### config.mk
export PLATFORM = sky130hd
export DESIGN_NAME = mvdp_div
export DESIGN_NICKNAME = d
export VERILOG_FILES = /design/src/sv/mvdp_pkg.sv /design/src/sv/mvdp_div.sv
export SDC_FILE = /design/constraint.sdc
export NUM_CORES = 1
export LEC_CHECK = 0
export ABC_AREA = 1
export BUFFER_PORTS_ARGS = -buffer_cell sky130_fd_sc_hd__buf_2
export CAP_MARGIN = 10
export CORE_MARGIN = 4
export CORE_UTILIZATION = 30
export CTS_CLUSTER_DIAMETER = 30
export DETAILED_ROUTE_END_ITERATION = 16
export RECOVER_POWER = 100
export SETUP_SLACK_MARGIN = 0.15
export SYNTH_ARGS = -nofsm -noshare
export SYNTH_HDL_FRONTEND = slang
export SYNTH_SLANG_ARGS = --single-unit
### constraint.sdc
create_clock -name clk -period 4.9 [get_ports clk]
set_clock_uncertainty 0.15 [all_clocks]
set_input_delay 1.225 -clock clk [delete_from_list [all_inputs] [get_ports clk]]
set_output_delay 1.225 -clock clk [all_outputs]
set_load 0.01 [all_outputs]
### src/sv/mvdp_pkg.sv
// Shared types and constants for the median-of-valid-diameter-pairs block.
// No dependencies; every other file of the block imports this package.
`default_nettype none
package mvdp_pkg;

	localparam int RAD_W         = 24;   // radius, unsigned Q16.8
	localparam int DIAM_W        = 25;   // diameter, unsigned Q17.8
	localparam int DIV_W         = 16;   // scale divisor
	localparam int MAX_PAIRS_DEF = 128;  // default depth of the sort chain
	localparam int MIN_SORTED    = 3;    // below this count use the first diameter

	typedef logic [RAD_W-1:0]  radius_t;
	typedef logic [DIAM_W-1:0] diam_t;
	typedef logic [DIV_W-1:0]  divisor_t;

	// control broadcast to every cell of the chain
	typedef struct packed {
		logic ins;  // insert the broadcast diameter in sorted order
		logic shl;  // move every entry one cell toward cell 0
	} cell_ctl_t;

endpackage
`default_nettype wire

### src/sv/mvdp_div.sv
// Restoring divider, one quotient bit per cycle: diameter / scale divisor.
// Depends on mvdp_pkg.
`default_nettype none
module mvdp_div (
	input  wire logic              clk,
	input  wire logic              arst_n,
	input  wire logic              start,
	input  wire mvdp_pkg::diam_t   dividend,
	input  wire mvdp_pkg::divisor_t divisor,
	output logic                   done,
	output mvdp_pkg::diam_t        quotient
);
	import mvdp_pkg::*;

	localparam int CNT_W = $clog2(DIAM_W + 1);
	localparam logic [CNT_W-1:0] LAST_STEP = CNT_W'(DIAM_W - 1);

	logic             busy_q;
	logic             done_q;
	logic [CNT_W-1:0] cnt_q;
	divisor_t         rem_q;
	divisor_t         dsr_q;
	diam_t            dvd_q;
	logic [DIV_W:0]   rem_sh;
	logic [DIV_W:0]   diff;

	always_comb begin
		rem_sh = {rem_q, dvd_q[DIAM_W-1]};
		diff   = rem_sh - {1'b0, dsr_q};
	end

	always_ff @(posedge clk or negedge arst_n) begin
		if (!arst_n) begin
			busy_q <= 1'b0;
			done_q <= 1'b0;
			cnt_q  <= '0;
		end else begin
			done_q <= 1'b0;
			if (start) begin
				busy_q <= 1'b1;
				cnt_q  <= '0;
			end else if (busy_q) begin
				cnt_q <= cnt_q + 1'b1;
				if (cnt_q == LAST_STEP) begin
					busy_q <= 1'b0;
					done_q <= 1'b1;
				end
			end
		end
	end

	always_ff @(posedge clk) begin
		if (start) begin
			rem_q <= '0;
			dvd_q <= dividend;
			dsr_q <= divisor;
		end else if (busy_q) begin
			// keep the difference when it did not go negative
			if (!diff[DIV_W]) begin
				rem_q <= diff[DIV_W-1:0];
			end else begin
				rem_q <= rem_sh[DIV_W-1:0];
			end
			dvd_q <= {dvd_q[DIAM_W-2:0], ~diff[DIV_W]};
		end
	end

	assign done     = done_q;
	assign quotient = dvd_q;

endmodule
`default_nettype wire

### Word-level counts from Yosys, hierarchy flattened

Cells that the tools add are included.

| operators by class | value |
|---|---|
| reduce and logical (&&, ||, !) cells | 1 |
| muxes and demuxes | 11 |
| equality and inequality tests | 1 |
| add/subtract/negate cells | 2 |
| bitwise gates (word level) | 1 |

Operators with widths:

| kind | count |
|---|---|
| 25-bit 2-to-1 mux | 2 |
| 17-bit by 16-bit subtractor with 17-bit output | 1 |
| 16-bit 2-to-1 mux | 1 |
| 5-bit 2-to-1 mux | 2 |
| 1-bit 2-to-1 mux | 6 |
| 5-bit by 1-bit adder with 5-bit output (second input constant) | 1 |
| 5-bit equality test (second input constant) | 1 |
| 2-bit nonzero test | 1 |
| 1-bit NOT | 1 |

| storage, ports and cells | value |
|---|---|
| word-level logic and storage cells | 22 |
| bits in registers | 64 |
| output and inout port bits | 26 |

### Longest topological paths before layout

| logic depth | value |
|---|---|
| depth in word-level cells | 4 |
| depth in mapped cells | 16 |
| depth with buffers taken out | 16 |

### Worst setup path after synthesis

OpenSTA, ideal clock, no wires.

| timing | value |
|---|---|
| kind | input to register |
| start point | input port start |
| end point | register dvd_q[0] (netlist: quotient[0]), enable pin |
| data arrival time | 2170 ps |
| slack | 2200 ps |
| required time | 4370 ps |
| buffers on the path | 1 |
| stages | 3 |
| library setup time | 380 ps |
| cells stage by stage | clkbuf_1 -> nor2_1 -> inv_1 |

| between the ends | value |
|---|---|
| cells in the longest elaborated chain, start to end | 1 |

Ends and longest elaborated chain:

| element | RTL line | source |
|---|---|---|
| start: declaration | mvdp_div.sv:7 | `input wire logic start,` |
| 2-bit nonzero test (no source line) | - |  |
| end signal: assignment | mvdp_div.sv:55 | `dvd_q <= dividend;` |
| end signal: assignment | mvdp_div.sv:64 | `dvd_q <= {dvd_q[DIAM_W-2:0], ~diff[DIV_W]};` |
| end: declaration | mvdp_div.sv:23 | `diam_t dvd_q;` |

Every way passes these cells.
A chain may end at the register's enable or synchronous reset.

### Final worst setup path

Ends and elaborated chain as after synthesis.

==> metrics <==
status finished, final reports clean; clk_lat worst skew 0.33 ns; Crit path max-delay family buffers and inverters; root buffer cell clkbuf_16; share of layout cells above drive strength 1 0.105; Slew Viols, Final 0; post-synth top area share 0.332; Sw Share 0.385; TritonCTS buffer count 9; Worst Path Class, Setup input port to flop; Reg clk slew, reported paths 0.05 ns; syn avg cell area 7.39 um^2; Die ar. 14200 um^2; fin nets 639; Rows 40; max_slew headroom 0.0862; Routed WL per cell 11.3 um; crit path capture type flop; unrepaired setup endpoints after global routing no; vias in the first global route 3166; n_diodes 0; Crit-path slowest cell clkbuf_1; Buf+Inv Stages, Crit Path 4; starting DRC count in detailed routing 145; GRT Total Usage 0.125; first drt pass iteration count 5; max cap viols 0; CTS Buffer Depth 2; area grow syn2layout 20.7%; Net Sw Power 867 uW; Vias/cell 4.34; largest net degree at the start of global routing 30; syn nets 565; Die X-Extent 119 um; synth top area cells edfxtp_1 (33%), nand2_1 (23%), inv_1 (9.0%); Mapped Cells 502; largest fanout on the critical path 26; Post-CTS Repair Setup Buffers 0; Die Ht 119 um; antenna violations before repair 0; Buffers on Ports 69; Final HPWL DP 6520 um; post-synthesis cell type count 26; area leader, netlist edfxtp_1; post-route setup slack 1.40 ns; CP peak stage delay 0.99 ns; via count 3252; Post-CTS Hold Buffers 0; sequential fraction of the synthesis area 0.465; Num Clock Sinks 64; GP Congestion 0.820; combinational power share 0.394; critical path launch point type input port; Fillers 1310; sequential share of power 0.328; first-pass GRT wire length 14300 um; pre-CTS WS 2.13 ns; clock network fraction of design power 0.278; Cell Area, Synth 3710 um^2; residual DRC count 0; CTS tree yes; H-tree Lvls 3; Static Leakage 2.37 nW; peak supply drop 229 uV; YS warnings 0; fin util 0.371; power per cell area 502 nW/um^2; antenna viol nets, final 0; CORE AREA 12100 um^2; GRT overflow 0; final wirelength 8430 um; post-route design area 4480 um^2; # resized after CTS 0; crit path DAT 3.29 ns; # setup viols final 0; Worst Hold Class flop to flop; WP data required 4.69 ns; area post-placement 4240 um^2; most used cell, CP clkbuf_1; Final Hold Fails 0; crit-path cells clkbuf_1 > nor2_1 > buf_4 > inv_1 > clkbuf_1; Yosys reg bits 64; crit share post-route 0.715; Internal 1.38 mW; crit path time final 3.50 ns; Initial Util 0.308; Fmax 285 MHz; Fin Setup TNS 0 ns; # IOs 70; Least-Margin Pin Slew 1.37 ns
## registers in the layout, summed over array words and instances (netlist names)
name / flops
dsr_q: 16
busy_q: 1
quotient: 25
rem_q: 16
cnt_q: 5
done: 1
## cell usage after synthesis
| cell | instances |
|---|---|
| dfrtp_1 | 7 |
| o21ai_0 | 7 |
| dfxtp_1 | 16 |
| xor2_1 | 3 |
| a21oi_2 | 1 |
| buf_6 | 2 |
| nand2_1 | 228 |
| or2_2 | 1 |
| and2_1 | 1 |
| nand3_1 | 30 |
| nor2_2 | 2 |
| nor3_1 | 4 |
| nor2_1 | 15 |
| and3_1 | 1 |
| nand2_2 | 4 |
| or2_1 | 1 |
| xnor2_1 | 4 |
| edfxtp_1 | 41 |
| buf_1 | 1 |
| ha_1 | 18 |
| inv_1 | 89 |
| nand4_1 | 5 |
| fa_1 | 1 |
| nand2_4 | 1 |
| a21oi_1 | 12 |
| clkbuf_1 | 7 |
## cells in the final DEF, fill, tap and decap left out
cell,netlist,final
nand2_1,228,231
nor2_2,2,2
and2_1,1,1
nor3_1,4,4
nand4_1,5,5
clkbuf_16,0,9
or2_1,1,1
clkbuf_1,7,33
fa_1,1,1
nor2_1,15,15
inv_1,89,89
ha_1,18,18
dfrtp_1,7,7
xor2_1,3,3
buf_4,0,1
and3_1,1,1
clkinv_4,0,3
a21oi_1,12,12
clkinv_1,0,1
buf_2,0,39
bufinv_16,0,1
clkinvlp_4,0,1
dfxtp_1,16,16
o21ai_0,7,7
nand2_2,4,2
xnor2_1,4,4
clkinv_2,0,1
or2_2,1,1
edfxtp_1,41,41
a21oi_2,1,1
nand3_1,30,30
## power groups by stage
| stage | sequential, mW | combinational, mW | clock, mW |
|---|---|---|---|
| after floorplan | 0.742 | 0.711 | 0 |
| after global placement | 0.747 | 0.886 | 0 |
| after detailed placement | 0.747 | 0.907 | 0 |
| after CTS | 0.738 | 0.911 | 0.645 |
| after global routing | 0.753 | 1.04 | 0.662 |
| final | 0.738 | 0.886 | 0.626 |
## per-layer routing
layer,global-route usage,share of wire,vias to the layer above
met3,0.0299,0.063,13
met1,0.160,0.46,1452
li1,-,-,1696
met2,0.198,0.46,91
met5,0,0,-
met4,0.0579,0.022,0
## layout make-up
class / count / area [um^2] / share of cell area
Timing Repair Buffer: 73 / 327 / 0.0729
Multi-Input combinational cell: 339 / 1590 / 0.354
Inverter: 89 / 334 / 0.0746
Clock inverter: 7 / 72.6 / 0.0162
Tap cell: 168 / 210 / 0.0469
Clock buffer: 9 / 225 / 0.0503
Sequential cell: 64 / 1730 / 0.385
## cells by family (layout without fill, tap and decap cells)
group / after synthesis / count (layout) / share of synthesized area
flops: 64 / 64 / 0.465
compound gates: 20 / 20 / 0.0280
simple gates: 293 / 293 / 0.320
buf+inv: 99 / 178 / 0.104
xor+xnor: 7 / 7 / 0.0165
fa+ha+maj: 19 / 19 / 0.0661
## per-stage QoR
stage	hold slack (ns)	power, mW	std cells
floorplan	0.284	1.45	502
global placement	0.316	1.63	733
detailed placement	0.316	1.65	733
CTS	0.325	2.29	749
global route	0.347	2.45	749
finish	0.323	2.25	749
## worst paths after layout
path	depth (start not counted)	startpoint	slack [ns]	to
max	5	start	1.40	quotient[0]$_DFFE_PP_
min	2	rem_q[4]$_SDFFE_PP0P_	0.32	rem_q[4]$_SDFFE_PP0P_
max reg2reg	13	quotient[24]$_DFFE_PP_	2.07	quotient[0]$_DFFE_PP_
min reg2reg	2	rem_q[4]$_SDFFE_PP0P_	0.32	rem_q[4]$_SDFFE_PP0P_
max in group asynchronous	1	arst_n	3.67	cnt_q[1]$_DFFE_PN0P_
min in group asynchronous	1	arst_n	0.64	cnt_q[3]$_DFFE_PN0P_
## worst reg2reg max path: stages, from the launching register on
cell      delay, ns
edfxtp_1       0.34
inv_1          0.06
ha_1           0.22
fa_1           0.40
inv_1          0.08
nand2_1        0.05
nand2_1        0.13
nand3_1        0.09
nand2_1        0.11
nand2_1        0.12
nand2_1        0.11
nand2_1        0.06
nand2_1        0.47
o21ai_0        0.15
Power figures use the tool's default switching activity.
