## src/sv/mvdp_pkg.sv

```systemverilog
// Shared types and constants for the median-of-valid-diameter-pairs block.
// No dependencies; every other file of the block imports this package.
`default_nettype none
package mvdp_pkg;

	localparam int RAD_W         = 24;   // radius, unsigned Q16.8
	localparam int DIAM_W        = 25;   // diameter, unsigned Q17.8
	localparam int DIV_W         = 16;   // scale divisor
	localparam int MAX_PAIRS_DEF = 128;  // default depth of the sort chain
	localparam int MIN_SORTED    = 3;    // below this count use the first diameter

	typedef logic [RAD_W-1:0]  radius_t;
	typedef logic [DIAM_W-1:0] diam_t;
	typedef logic [DIV_W-1:0]  divisor_t;

	// control broadcast to every cell of the chain
	typedef struct packed {
		logic ins;  // insert the broadcast diameter in sorted order
		logic shl;  // move every entry one cell toward cell 0
	} cell_ctl_t;

endpackage
`default_nettype wire

```

## src/sv/mvdp_cell.sv

```systemverilog
// One cell of the sorted insertion chain: holds one diameter.
// Depends on mvdp_pkg.
`default_nettype none
module mvdp_cell #(
	parameter int CW  = 8,
	parameter int IDX = 0
) (
	input  wire logic              clk,
	input  wire mvdp_pkg::cell_ctl_t ctl,
	input  wire logic [CW-1:0]     count,
	input  wire mvdp_pkg::diam_t   d,
	input  wire mvdp_pkg::diam_t   left_val,
	input  wire logic              left_gt,
	input  wire mvdp_pkg::diam_t   right_val,
	output mvdp_pkg::diam_t        val,
	output logic                   gt
);
	import mvdp_pkg::*;

	localparam logic [CW-1:0] IDX_C = CW'(IDX);

	diam_t val_q;

	// unoccupied cells behave as larger than any diameter
	assign gt  = (IDX_C >= count) || (val_q > d);
	assign val = val_q;

	always_ff @(posedge clk) begin
		if (ctl.ins) begin
			if (gt) begin
				val_q <= left_gt ? left_val : d;
			end
		end else if (ctl.shl) begin
			val_q <= right_val;
		end
	end

endmodule
`default_nettype wire

```

## config.mk

```make
export PLATFORM = sky130hd
export DESIGN_NAME = mvdp_cell
export DESIGN_NICKNAME = d
export VERILOG_FILES = /design/src/sv/mvdp_pkg.sv /design/src/sv/mvdp_cell.sv
export SDC_FILE = /design/constraint.sdc
export NUM_CORES = 1
export LEC_CHECK = 0
export BUFFER_PORTS_ARGS = -buffer_cell sky130_fd_sc_hd__buf_2
export CAP_MARGIN = 20
export CORE_ASPECT_RATIO = 0.5
export CORE_MARGIN = 5
export CORE_UTILIZATION = 30
export DETAILED_ROUTE_END_ITERATION = 7
export SYNTH_ARGS = -nofsm -noshare
export SYNTH_HDL_FRONTEND = slang
export SYNTH_SLANG_ARGS = --single-unit
```

## constraint.sdc

```tcl
create_clock -name clk -period 6.3 [get_ports clk]
set_clock_uncertainty 0.2 [all_clocks]
set_input_delay 0.63 -clock clk [delete_from_list [all_inputs] [get_ports clk]]
set_output_delay 0.63 -clock clk [all_outputs]
set_load 0.005 [all_outputs]
```

# Yosys cells after proc, flatten, opt, wreduce, memory -nomap -nowiden
# Cells that the tools add are included.
# op_classes
magnitude_cmp	2
n_eq_ne	1
mux	4
n_reduce_logical	3
# ops
operator	count
25-bit 2-to-1 mux	4
25-bit greater-than comparator	1
1-bit by 8-bit >= comparator with 1-bit output (first input constant)	1
2-bit by 1-bit inequality test with 1-bit output (second input constant)	1
2-bit AND reduction	1
2-bit nonzero test	1
1-bit logical OR	1
# word_totals
reg_bits	25
input_bits	87
elab_cells	11

# Longest topological paths before layout
# Gate-level depths: netlist of run 1.
# logic_depth
ltp_word	4
ltp_mapped	7
mapped_depth_nobuf	7

# Worst setup path after synthesis of run 1
# Ideal clock, no wire load.
# synth_path
path_kind	input port to flip-flop
startpoint	input port d[23]
endpoint	register val_q[0] (netlist: val[0]), enable pin
setup_time_ps	446
t_arrival_ps	3557
t_required_ps	5654
path_slack_ps	2098
stages	6
cell_sequence	inv_1 -> ha_1 -> nand4_1 -> a2111oi_0 -> a2111oi_1 -> o31ai_1
# synth_between
elab_chain_len	4
# synth_lines
element	line_no	text
start, declared	mvdp_cell.sv:11	input wire mvdp_pkg::diam_t d,
25-bit greater-than comparator	mvdp_cell.sv:25	assign gt = (IDX_C >= count) || (val_q > d);
1-bit logical OR	mvdp_cell.sv:25	
2-bit by 1-bit inequality test with 1-bit output (no line)	-	
2-bit AND reduction (no line)	-	
end signal, assigned	mvdp_cell.sv:31	val_q <= left_gt ? left_val : d;
end signal, assigned	mvdp_cell.sv:34	val_q <= right_val;
end, declared	mvdp_cell.sv:22	diam_t val_q;
# No other way between the ends.
# A chain may end at the register's enable or synchronous reset.

# Final worst setup path of run 1
# layout_path
startpoint	input port d[4]
endpoint	output port gt
# layout_between
elab_chain_len	2
# layout_lines
element	line_no	text
25-bit greater-than comparator	mvdp_cell.sv:25	
1-bit logical OR	mvdp_cell.sv:25	
end, declared	mvdp_cell.sv:16	output logic gt
# No other way between the ends.

==> results of run 1 <==
-- layer usage --
layer,track usage (%),up-vias
li1,-,956
met1,14.3,867
met2,25.2,41
met3,2.97,6
met4,2.48,0
met5,0,-
-- where the power goes --
group	internal, mW	total (mW)	switching [mW]
Sequential	0.206	0.215	0.00848
Clock	0.0866	0.145	0.0588
Combinational	0.0678	0.141	0.0732
Total	0.361	0.501	0.140
-- critical path, stage by stage --
cell       delay (ns)
buf_2            0.09
inv_1            0.04
ha_1             0.33
a21oi_2          0.12
o21ai_1          0.07
a2111o_1         0.42
a2111oi_1        0.69
o21ai_1          0.16
buf_2            0.16
-- worst min-delay path by stage --
stage | start | to | slack, ns | cells after the start
5_1_grt | right_val[23] | val[23] | 0.49 | 3
6_report | right_val[1] | val[1] | 0.49 | 3
2_1_floorplan | right_val[0] | val[0] | 0.66 | 2
4_1_cts | right_val[19] | val[19] | 0.49 | 3
3_3_place_gp | right_val[4] | val[4] | 0.75 | 3
3_5_place_dp | right_val[19] | val[19] | 0.76 | 3
-- Yosys cell counts --
| cell type | count |
|---|---|
| a2111o_1 | 1 |
| a2111oi_1 | 1 |
| a221o_1 | 1 |
| nor2_1 | 28 |
| nand2_1 | 4 |
| inv_1 | 28 |
| and3_1 | 1 |
| a21o_1 | 2 |
| nor3_1 | 1 |
| a21oi_2 | 2 |
| a21oi_1 | 31 |
| clkbuf_1 | 7 |
| o31ai_1 | 1 |
| o21ai_1 | 2 |
| edfxtp_1 | 25 |
| ha_1 | 25 |
| o21ai_0 | 2 |
| nor4_1 | 3 |
| nand3_1 | 3 |
| a211oi_1 | 2 |
| a2111oi_0 | 1 |
| buf_2 | 2 |
| mux2i_1 | 25 |
| nand4_1 | 6 |
-- cells by family after synthesis --
kind of cell             Yosys count
buffers and inverters             37
AO/OA/AOI/OAI                     46
flip-flops                        25
adder cells (fa/ha/maj)           25
AND/OR/NAND/NOR                   46
multiplexers                      25
-- stage by stage --
stage / worst slack (ns) / utilization, % / power (mW) / std cells / cell area (sq um)
after detailed placement: 2.75 / 42.0 / 0.362 / 396 / 2580
after floorplan: 2.10 / - / 0.294 / 204 / 1930
after global placement: 2.79 / 42.0 / 0.358 / 396 / 2580
after CTS: 2.72 / 43.3 / 0.507 / 400 / 2660
after global routing: 2.61 / 43.3 / 0.535 / 400 / 2660
final: 2.75 / 43.3 / 0.501 / 400 / 2660
-- placed cells by master, fill, tap and decap left out, types with 4 or more instances in the layout --
cell      count
buf_2       112
a21oi_1      31
inv_1        28
nor2_1       28
mux2i_1      25
ha_1         25
edfxtp_1     25
nand4_1       6
nand2_1       4
-- layout make-up --
class	count	area (sq um)
tap	88	110
clock buffer	4	78.8
timing repair buffer	113	568
inverter	28	105
sequential	25	751
fill	651	3490
multi-input combinational	142	1050
==> results.txt, run 1 <==
status: finished clean
drt wl/cell: 14.0 microns
worst vdd ir: 0.106 mV
CP Launch Type: input port
met1 WL: 2.29 mm
DP HPWL: 4.59 mm
Synth Area in XOR/XNOR: 0%
Detailed Route WL: 5.60 mm
Initial Util: 31.3%
worst skew pair latency: 0.26 ns
Syn Area/Cell: 9.45 sq um
CTS Root Cell: clkbuf_16
Post-Syn Nets: 316
unrepaired setup endpoints after global routing: no
total vias in the final route: 1870
number of global-route vias before repair: 1870
Final Hold Slack: 0.487 ns
Synth Area in Compound Gates: 14.0%
FF+latch count, synth: 25
Post-DRT Antenna Nets: 0
Crit. End Element: output pin
final hold vios: 0
mux share of post-synthesis cell area: 13.0%
Slew headroom: 42.9%
post-synth top area cell: edfxtp_1
die area: 0.00823 sq mm
Row Count: 20
final setup fails: 0
largest family of logic cells by synthesized area: adder cells
yosys warns: 0
Die Width: 123 microns
proportion of layout cells with a drive suffix above 1: 38.1%
WL met3: 237 microns
Clock Pin Slew Worst Setup and Hold Paths: 0.07 ns
vias per cell: 4.68
crit path kind: input port to output pin
Post-Syn Area: 0.00193 sq mm
# hold bufs at CTS: 0
Post-CTS Setup Repair Bufs: 0
period utilization: 56.4%
post-layout min period: 3.55 ns
Data arrival, critical path: 2.72 ns
largest net degree at the start of global routing: 52
worst-path maximum fanout: 3
P per Cell Area: 188 mW/mm^2
first-pass GRT wire length: 8.42 mm
GRT Util Overall: 12.9%
Post-Synth Adder-Cell Area: 16.2%
Req. time, crit path: 5.47 ns
top cell type's share of synthesized area: 38.9%
RePlAce Congestion: 0.769
I/O Pins: 113
R2R depth: 7
die extent in y: 66.7 microns
CTS Buf Count: 3
synth top area cells: edfxtp_1, ha_1, mux2i_1
static leakage: 1.38 nW
Seq/Total Area, Yosys: 38.9%
total gr overflow: 0
worst flop-to-flop path endpoint: val[17]
CP Capture Point: gt
Slew Limit Fails: 0
CTS H-tree lvls: 1
Worst R2R Start: val[4]
Worst Setup SP: d[4]
Min-Delay Path Class: input port to register
post-route setup TNS: 0 ns
top sig layer: met4
Area Overhead vs Synth: 38.1%
MaxCap Viol Count: 0
Resized cells post-CTS: 0
# port buffers: 112
CTS tree: built
Max Clk Rate: 0.281 GHz
antenna cells: 0
Largest register FFs: 25
clock sinks: 25
Synth Instances: 204
clock buffer depth: 2
worst slew pin tran: 0.856 ns
core footprint: 0.00616 sq mm
Unique masters post-synth: 24
R2R Setup Slk: 3.30 ns
Pre-antenna DRT Iters: 5
Residual DRC: 0
initial antenna violation count: 0
Post-Synth Simple-Gate Area: 10.5%
initial DRC count: 63
met2 WL post-DR: 3.02 mm
# nets final: 425
No activity file was read; power rests on OpenSTA's default activity.
==> run 2: changes to the inputs <==
==> constraint.sdc (replaced) <==
create_clock -name clk -period 3.45 [get_ports clk]
set_clock_uncertainty 0.2 [all_clocks]
set_input_delay 0.345 -clock clk [delete_from_list [all_inputs] [get_ports clk]]
set_output_delay 0.345 -clock clk [all_outputs]
set_load 0.005 [all_outputs]
==> run 2 against run 1 <==
Die area stayed put. Combinational power increased by 84%. Sequential power up 82%. Clock-buffer cell count stayed put. Final area up 0.56%. Largest cell class unchanged. Register-to-register slack worse by 2.7 ns. Largest power group unchanged. Setup slack got worse by 2.5 ns. First-iteration DRC count is 9.5% lower. Non-clock buffer count is 2 higher.
==> results.txt, run 2 (synthesis results as in run 1) <==
Finished Layout Cells: 402
Data arrival, critical path: 2.69 ns
final hold vios: 0
period utilization: 93.7%
Die Width: 123 microns
first-pass GRT wire length: 8.00 mm
Crit path top cell by count: o21ai_1
DP HPWL: 4.40 mm
CP max stage cell: a2111oi_1
core footprint: 0.00616 sq mm
Residual DRC: 0
static leakage: 1.39 nW
Initial Util: 31.3%
worst vdd ir: 0.180 mV
Worst Hold Path Cells: 3
DP Area: 0.00260 sq mm
Row Count: 20
status: finished clean
most frequent cells in the layout: buf_2, a21oi_1, inv_1, nor2_1
die extent in y: 66.7 microns
worst skew pair latency: 0.26 ns
worst flop-to-flop path endpoint: val[24]
commonest non-fill, non-tap cell in the layout: buf_2
Req. time, crit path: 2.90 ns
Pre-antenna DRT Iters: 4
CP peak stage delay: 0.69 ns
worst slew pin tran: 0.796 ns
multi-input logic area: 0.00105 sq mm
RePlAce Congestion: 0.709
vias per cell: 4.51
total vias in the final route: 1814
CTS Buf Count: 3
worst-path maximum fanout: 3
crit-path cells: ha_1, a21oi_2, o21ai_1, a2111o_1, a2111oi_1, o21ai_1, buf_2
crit path kind: register to output pin
Area Overhead vs Synth: 38.9%
drt wl/cell: 13.1 microns
Min-Delay Path Class: input port to register
proportion of layout cells with a drive suffix above 1: 38.5%
final setup fails: 0
Final Hold Slack: 0.203 ns
# hold bufs at CTS: 0
Post-DRT Antenna Nets: 0
clock sinks: 25
CP Launch Type: register
P per Cell Area: 341 mW/mm^2
Slew headroom: 46.9%
I/O Pins: 113
worst hold endpoint: val[4]
Filler cells: 627
initial antenna violation count: 0
number of global-route vias before repair: 1772
# port buffers: 112
HP Start: right_val[4]
R2R Setup Slk: 0.57 ns
Slew Limit Fails: 0
Largest register FFs: 25
post-route setup TNS: 0 ns
Max Clk Rate: 0.309 GHz
largest net degree at the start of global routing: 51
Final Cell Area: 0.00268 sq mm
Detailed Route WL: 5.28 mm
die area: 0.00823 sq mm
register area: 751 sq um
Worst R2R Start: val[4]
initial DRC count: 57
MaxCap Viol Count: 0
# nets final: 427
unrepaired setup endpoints after global routing: no
Crit. End Element: output pin
CTS H-tree lvls: 1
post-layout min period: 3.23 ns
Worst Setup SP: val[4]
clock buffer depth: 2
Clock Pin Slew Worst Setup and Hold Paths: 0.07 ns
cell count after placement: 398
CTS tree: built
CTS Root Cell: clkbuf_16
total gr overflow: 0
post-layout util: 43.5%
antenna cells: 0
GRT Util Overall: 12.3%
Post-CTS Setup Repair Bufs: 0
R2R depth: 7
Resized cells post-CTS: 0
## run 2: worst max-delay path: cells and delay by family (launching register included)
family | cells | cell delay, ns
AO/OA/AOI/OAI | 5 | 1.52
adder cells (fa/ha/maj) | 1 | 0.33
buffers and inverters | 1 | 0.17
flip-flops | 1 | 0.41
## run 2: how the worst max path moves through the flow
stage | end | slack, ns | depth (start not counted)
final | gt | 0.22 | 7
after global routing | gt | 0.11 | 7
after CTS | gt | 0.22 | 7
after detailed placement | gt | 0.43 | 9
after global placement | gt | 0.48 | 9
after floorplan | val[0] | 0.25 | 5
## run 2: report_power, final
group / internal [mW] / switching [mW]
logic: 0.126 / 0.133
registers: 0.376 / 0.0154
clock network: 0.158 / 0.104
total: 0.661 / 0.253
## run 2: area by class of cell
cell class / count / area share, %
sequential: 25 / 28.0
clock buffer: 4 / 2.94
tap: 88 / 4.11
inverter: 28 / 3.93
multi-input combinational: 142 / 39.2
timing repair buffer: 115 / 21.8
## run 2: per-stage QoR
| stage | setup WS [ns] | total power, mW |
|---|---|---|
| final | 0.217 | 0.913 |
| after global routing | 0.109 | 0.972 |
| after CTS | 0.216 | 0.927 |
| after detailed placement | 0.431 | 0.662 |
| after global placement | 0.478 | 0.656 |
| after floorplan | 0.255 | 0.537 |
## run 2: per-layer routing
metal,share of wire [%],vias to the layer above,global-route usage [%]
met4,0.78,0,2.90
met1,42,818,14.7
li1,-,957,-
met3,3.8,2,2.29
met2,53,37,23.1
met5,0,-,0
==> run 3: changes to the inputs <==
==> constraint.sdc (replaced) <==
create_clock -name clk -period 2.8 [get_ports clk]
set_clock_uncertainty 0.2 [all_clocks]
set_input_delay 0.28 -clock clk [delete_from_list [all_inputs] [get_ports clk]]
set_output_delay 0.28 -clock clk [all_outputs]
set_load 0.005 [all_outputs]
==> run 3 against run 2 <==
Cell count is 2.5% higher. Worst hold slack worse by 0.059 ns. Non-clock buffer count is 10 higher. Final area is 7.5% higher. Global-route usage is 0.65 points higher. Die area stayed put. Sequential cell count stayed put. Routed wire length is 5.7% higher. Sequential power is 24% higher. Core utilization is 3.3 points higher. Largest power group unchanged.
==> results.txt, run 3 (synthesis results as in run 1) <==
Max Clk Rate: 0.370 GHz
worst vdd ir: 0.247 mV
static leakage: 1.46 nW
CTS H-tree lvls: 1
CTS tree: built
CP Launch Type: register
Initial Util: 31.3%
clock sinks: 25
drt wl/cell: 13.5 microns
clock buffer depth: 2
Largest register FFs: 25
Residual DRC: 0
worst slew pin tran: 0.800 ns
Min-Delay Path Class: input port to register
sw frac: 27.7%
number of global-route vias before repair: 1869
cell family with most CP delay: buffers and inverters
Filler cells: 608
worst slack at placement: 0.109 ns
core footprint: 0.00616 sq mm
crit path kind: register to register
most frequent cells in the layout: buf_2, a21oi_1, inv_1, nor2_1
HP Start: right_val[12]
worst-path maximum fanout: 7
WP buf/inv: 5
Slew Limit Fails: 0
Area Overhead vs Synth: 49.3%
largest net degree at the start of global routing: 51
cell count after placement: 399
DP HPWL: 4.49 mm
NetSw: 0.326 mW
# nets final: 437
Tot Pwr: 1.18 mW
P per Cell Area: 408 mW/mm^2
first-pass GRT wire length: 8.46 mm
initial DRC count: 75
I/O Pins: 113
period utilization: 96.6%
Crit. End Element: register
Data arrival, critical path: 2.47 ns
Pre-antenna DRT Iters: 4
Row Count: 20
Worst Setup SP: val[23]
die extent in y: 66.7 microns
final setup fails: 0
Die Width: 123 microns
post-layout min period: 2.70 ns
post-route setup TNS: 0 ns
Slew headroom: 46.6%
Worst R2R Start: val[23]
CTS Root Cell: clkbuf_16
Req. time, crit path: 2.57 ns
Clock Pin Slew Worst Setup and Hold Paths: 0.06 ns
vias per cell: 4.54
Detailed Route WL: 5.58 mm
GRT Util Overall: 13.0%
Crit path top cell by count: buf_4
RePlAce Congestion: 0.732
die area: 0.00823 sq mm
CP peak stage delay: 0.43 ns
Gate power share: 31.9%
Post-DRT Antenna Nets: 0
# port buffers: 112
final worst setup slack: 0.0958 ns
Finished Layout Cells: 412
worst skew pair latency: 0.25 ns
initial antenna violation count: 0
internal power: 0.849 mW
Sequential Power Share: 41.5%
proportion of layout cells with a drive suffix above 1: 43.2%
total gr overflow: 0
crit-path cells: ha_4, nand4_1, buf_4, a2111oi_4, a2111oi_4, buf_4, buf_4, o31ai_4, buf_4, buf_6
commonest non-fill, non-tap cell in the layout: buf_2
MaxCap Viol Count: 0
Clock Power Share: 26.6%
final hold vios: 0
CP max stage cell: edfxtp_1
status: finished clean
total vias in the final route: 1870
CTS Buf Count: 3
antenna cells: 0
## run 3: cell count changes in the layout (fill, tap and decap cells not counted)
| cell | previous run | this run |
|---|---|---|
| a2111oi_4 | 0 | 2 |
| buf_6 | 0 | 4 |
| a211oi_1 | 2 | 0 |
| nor4_4 | 0 | 1 |
| a2111oi_1 | 1 | 0 |
| ha_4 | 0 | 4 |
| nor4_1 | 3 | 2 |
| a211oi_2 | 0 | 2 |
| ha_1 | 25 | 21 |
| buf_4 | 3 | 9 |
| a2111oi_0 | 1 | 0 |
## run 3: path summary, 6_finish.rpt
| kind | endpoint | slack [ns] | cells past startpoint |
|---|---|---|---|
| worst max-delay path | val[4] | 0.1 | 10 |
| worst min-delay path | val[12] | 0.14 | 3 |
| worst max register to register | val[4] | 0.1 | 10 |
| worst min register to register | val[21] | 1.12 | 6 |
## run 3: layout make-up
type,instances,area (sq um),area share [%]
Timing Repair Buffer,125,673,23.4
Multi-Input combinational cell,142,1160,40.3
Sequential cell,25,751,26.1
Inverter,28,105,3.65
Clock buffer,4,78.8,2.74
Tap cell,88,110,3.82
## run 3: repair_timing
item                                    in CTS  in global routing
hold buffers                                 0                  0
gates resized for setup                      7                 14
gates cloned                                 0                  2
buffers inserted                             2                  5
pin swaps                                    2                  7
endpoints found under the setup margin       1                 26
## run 3: worst register-to-register path: cells and delay by family (launching register included)
family | cells | cell delay, ns
AND/OR/NAND/NOR | 1 | 0.08
adder cells (fa/ha/maj) | 1 | 0.30
AO/OA/AOI/OAI | 3 | 0.62
buffers and inverters | 5 | 0.78
flip-flops | 1 | 0.43
## run 3: per-layer routing
metal	global-route usage [%]	vias to the layer above	part of all wire (%)
met5	0	-	0
met4	2.34	0	0.56
met3	2.54	2	3.7
met2	23.8	32	54
met1	16.0	855	42
li1	-	981	-
## run 3: per-stage QoR
| stage | area (sq um) | utilization (%) | hold slack, ns |
|---|---|---|---|
| global placement | 2610 | 42.3 | 0.412 |
| floorplan | 1940 | - | 0.306 |
| CTS | 2750 | 44.7 | 0.138 |
| global route | 2880 | 46.8 | 0.145 |
| detailed placement | 2610 | 42.3 | 0.405 |
| finish | 2880 | 46.8 | 0.144 |
## run 3: power groups by stage
stage / logic [mW] / registers, mW / clock network, mW
finish: 0.374 / 0.488 / 0.313
global route: 0.424 / 0.491 / 0.341
CTS: 0.344 / 0.487 / 0.323
detailed placement: 0.326 / 0.493 / 0
global placement: 0.319 / 0.491 / 0
floorplan: 0.170 / 0.494 / 0
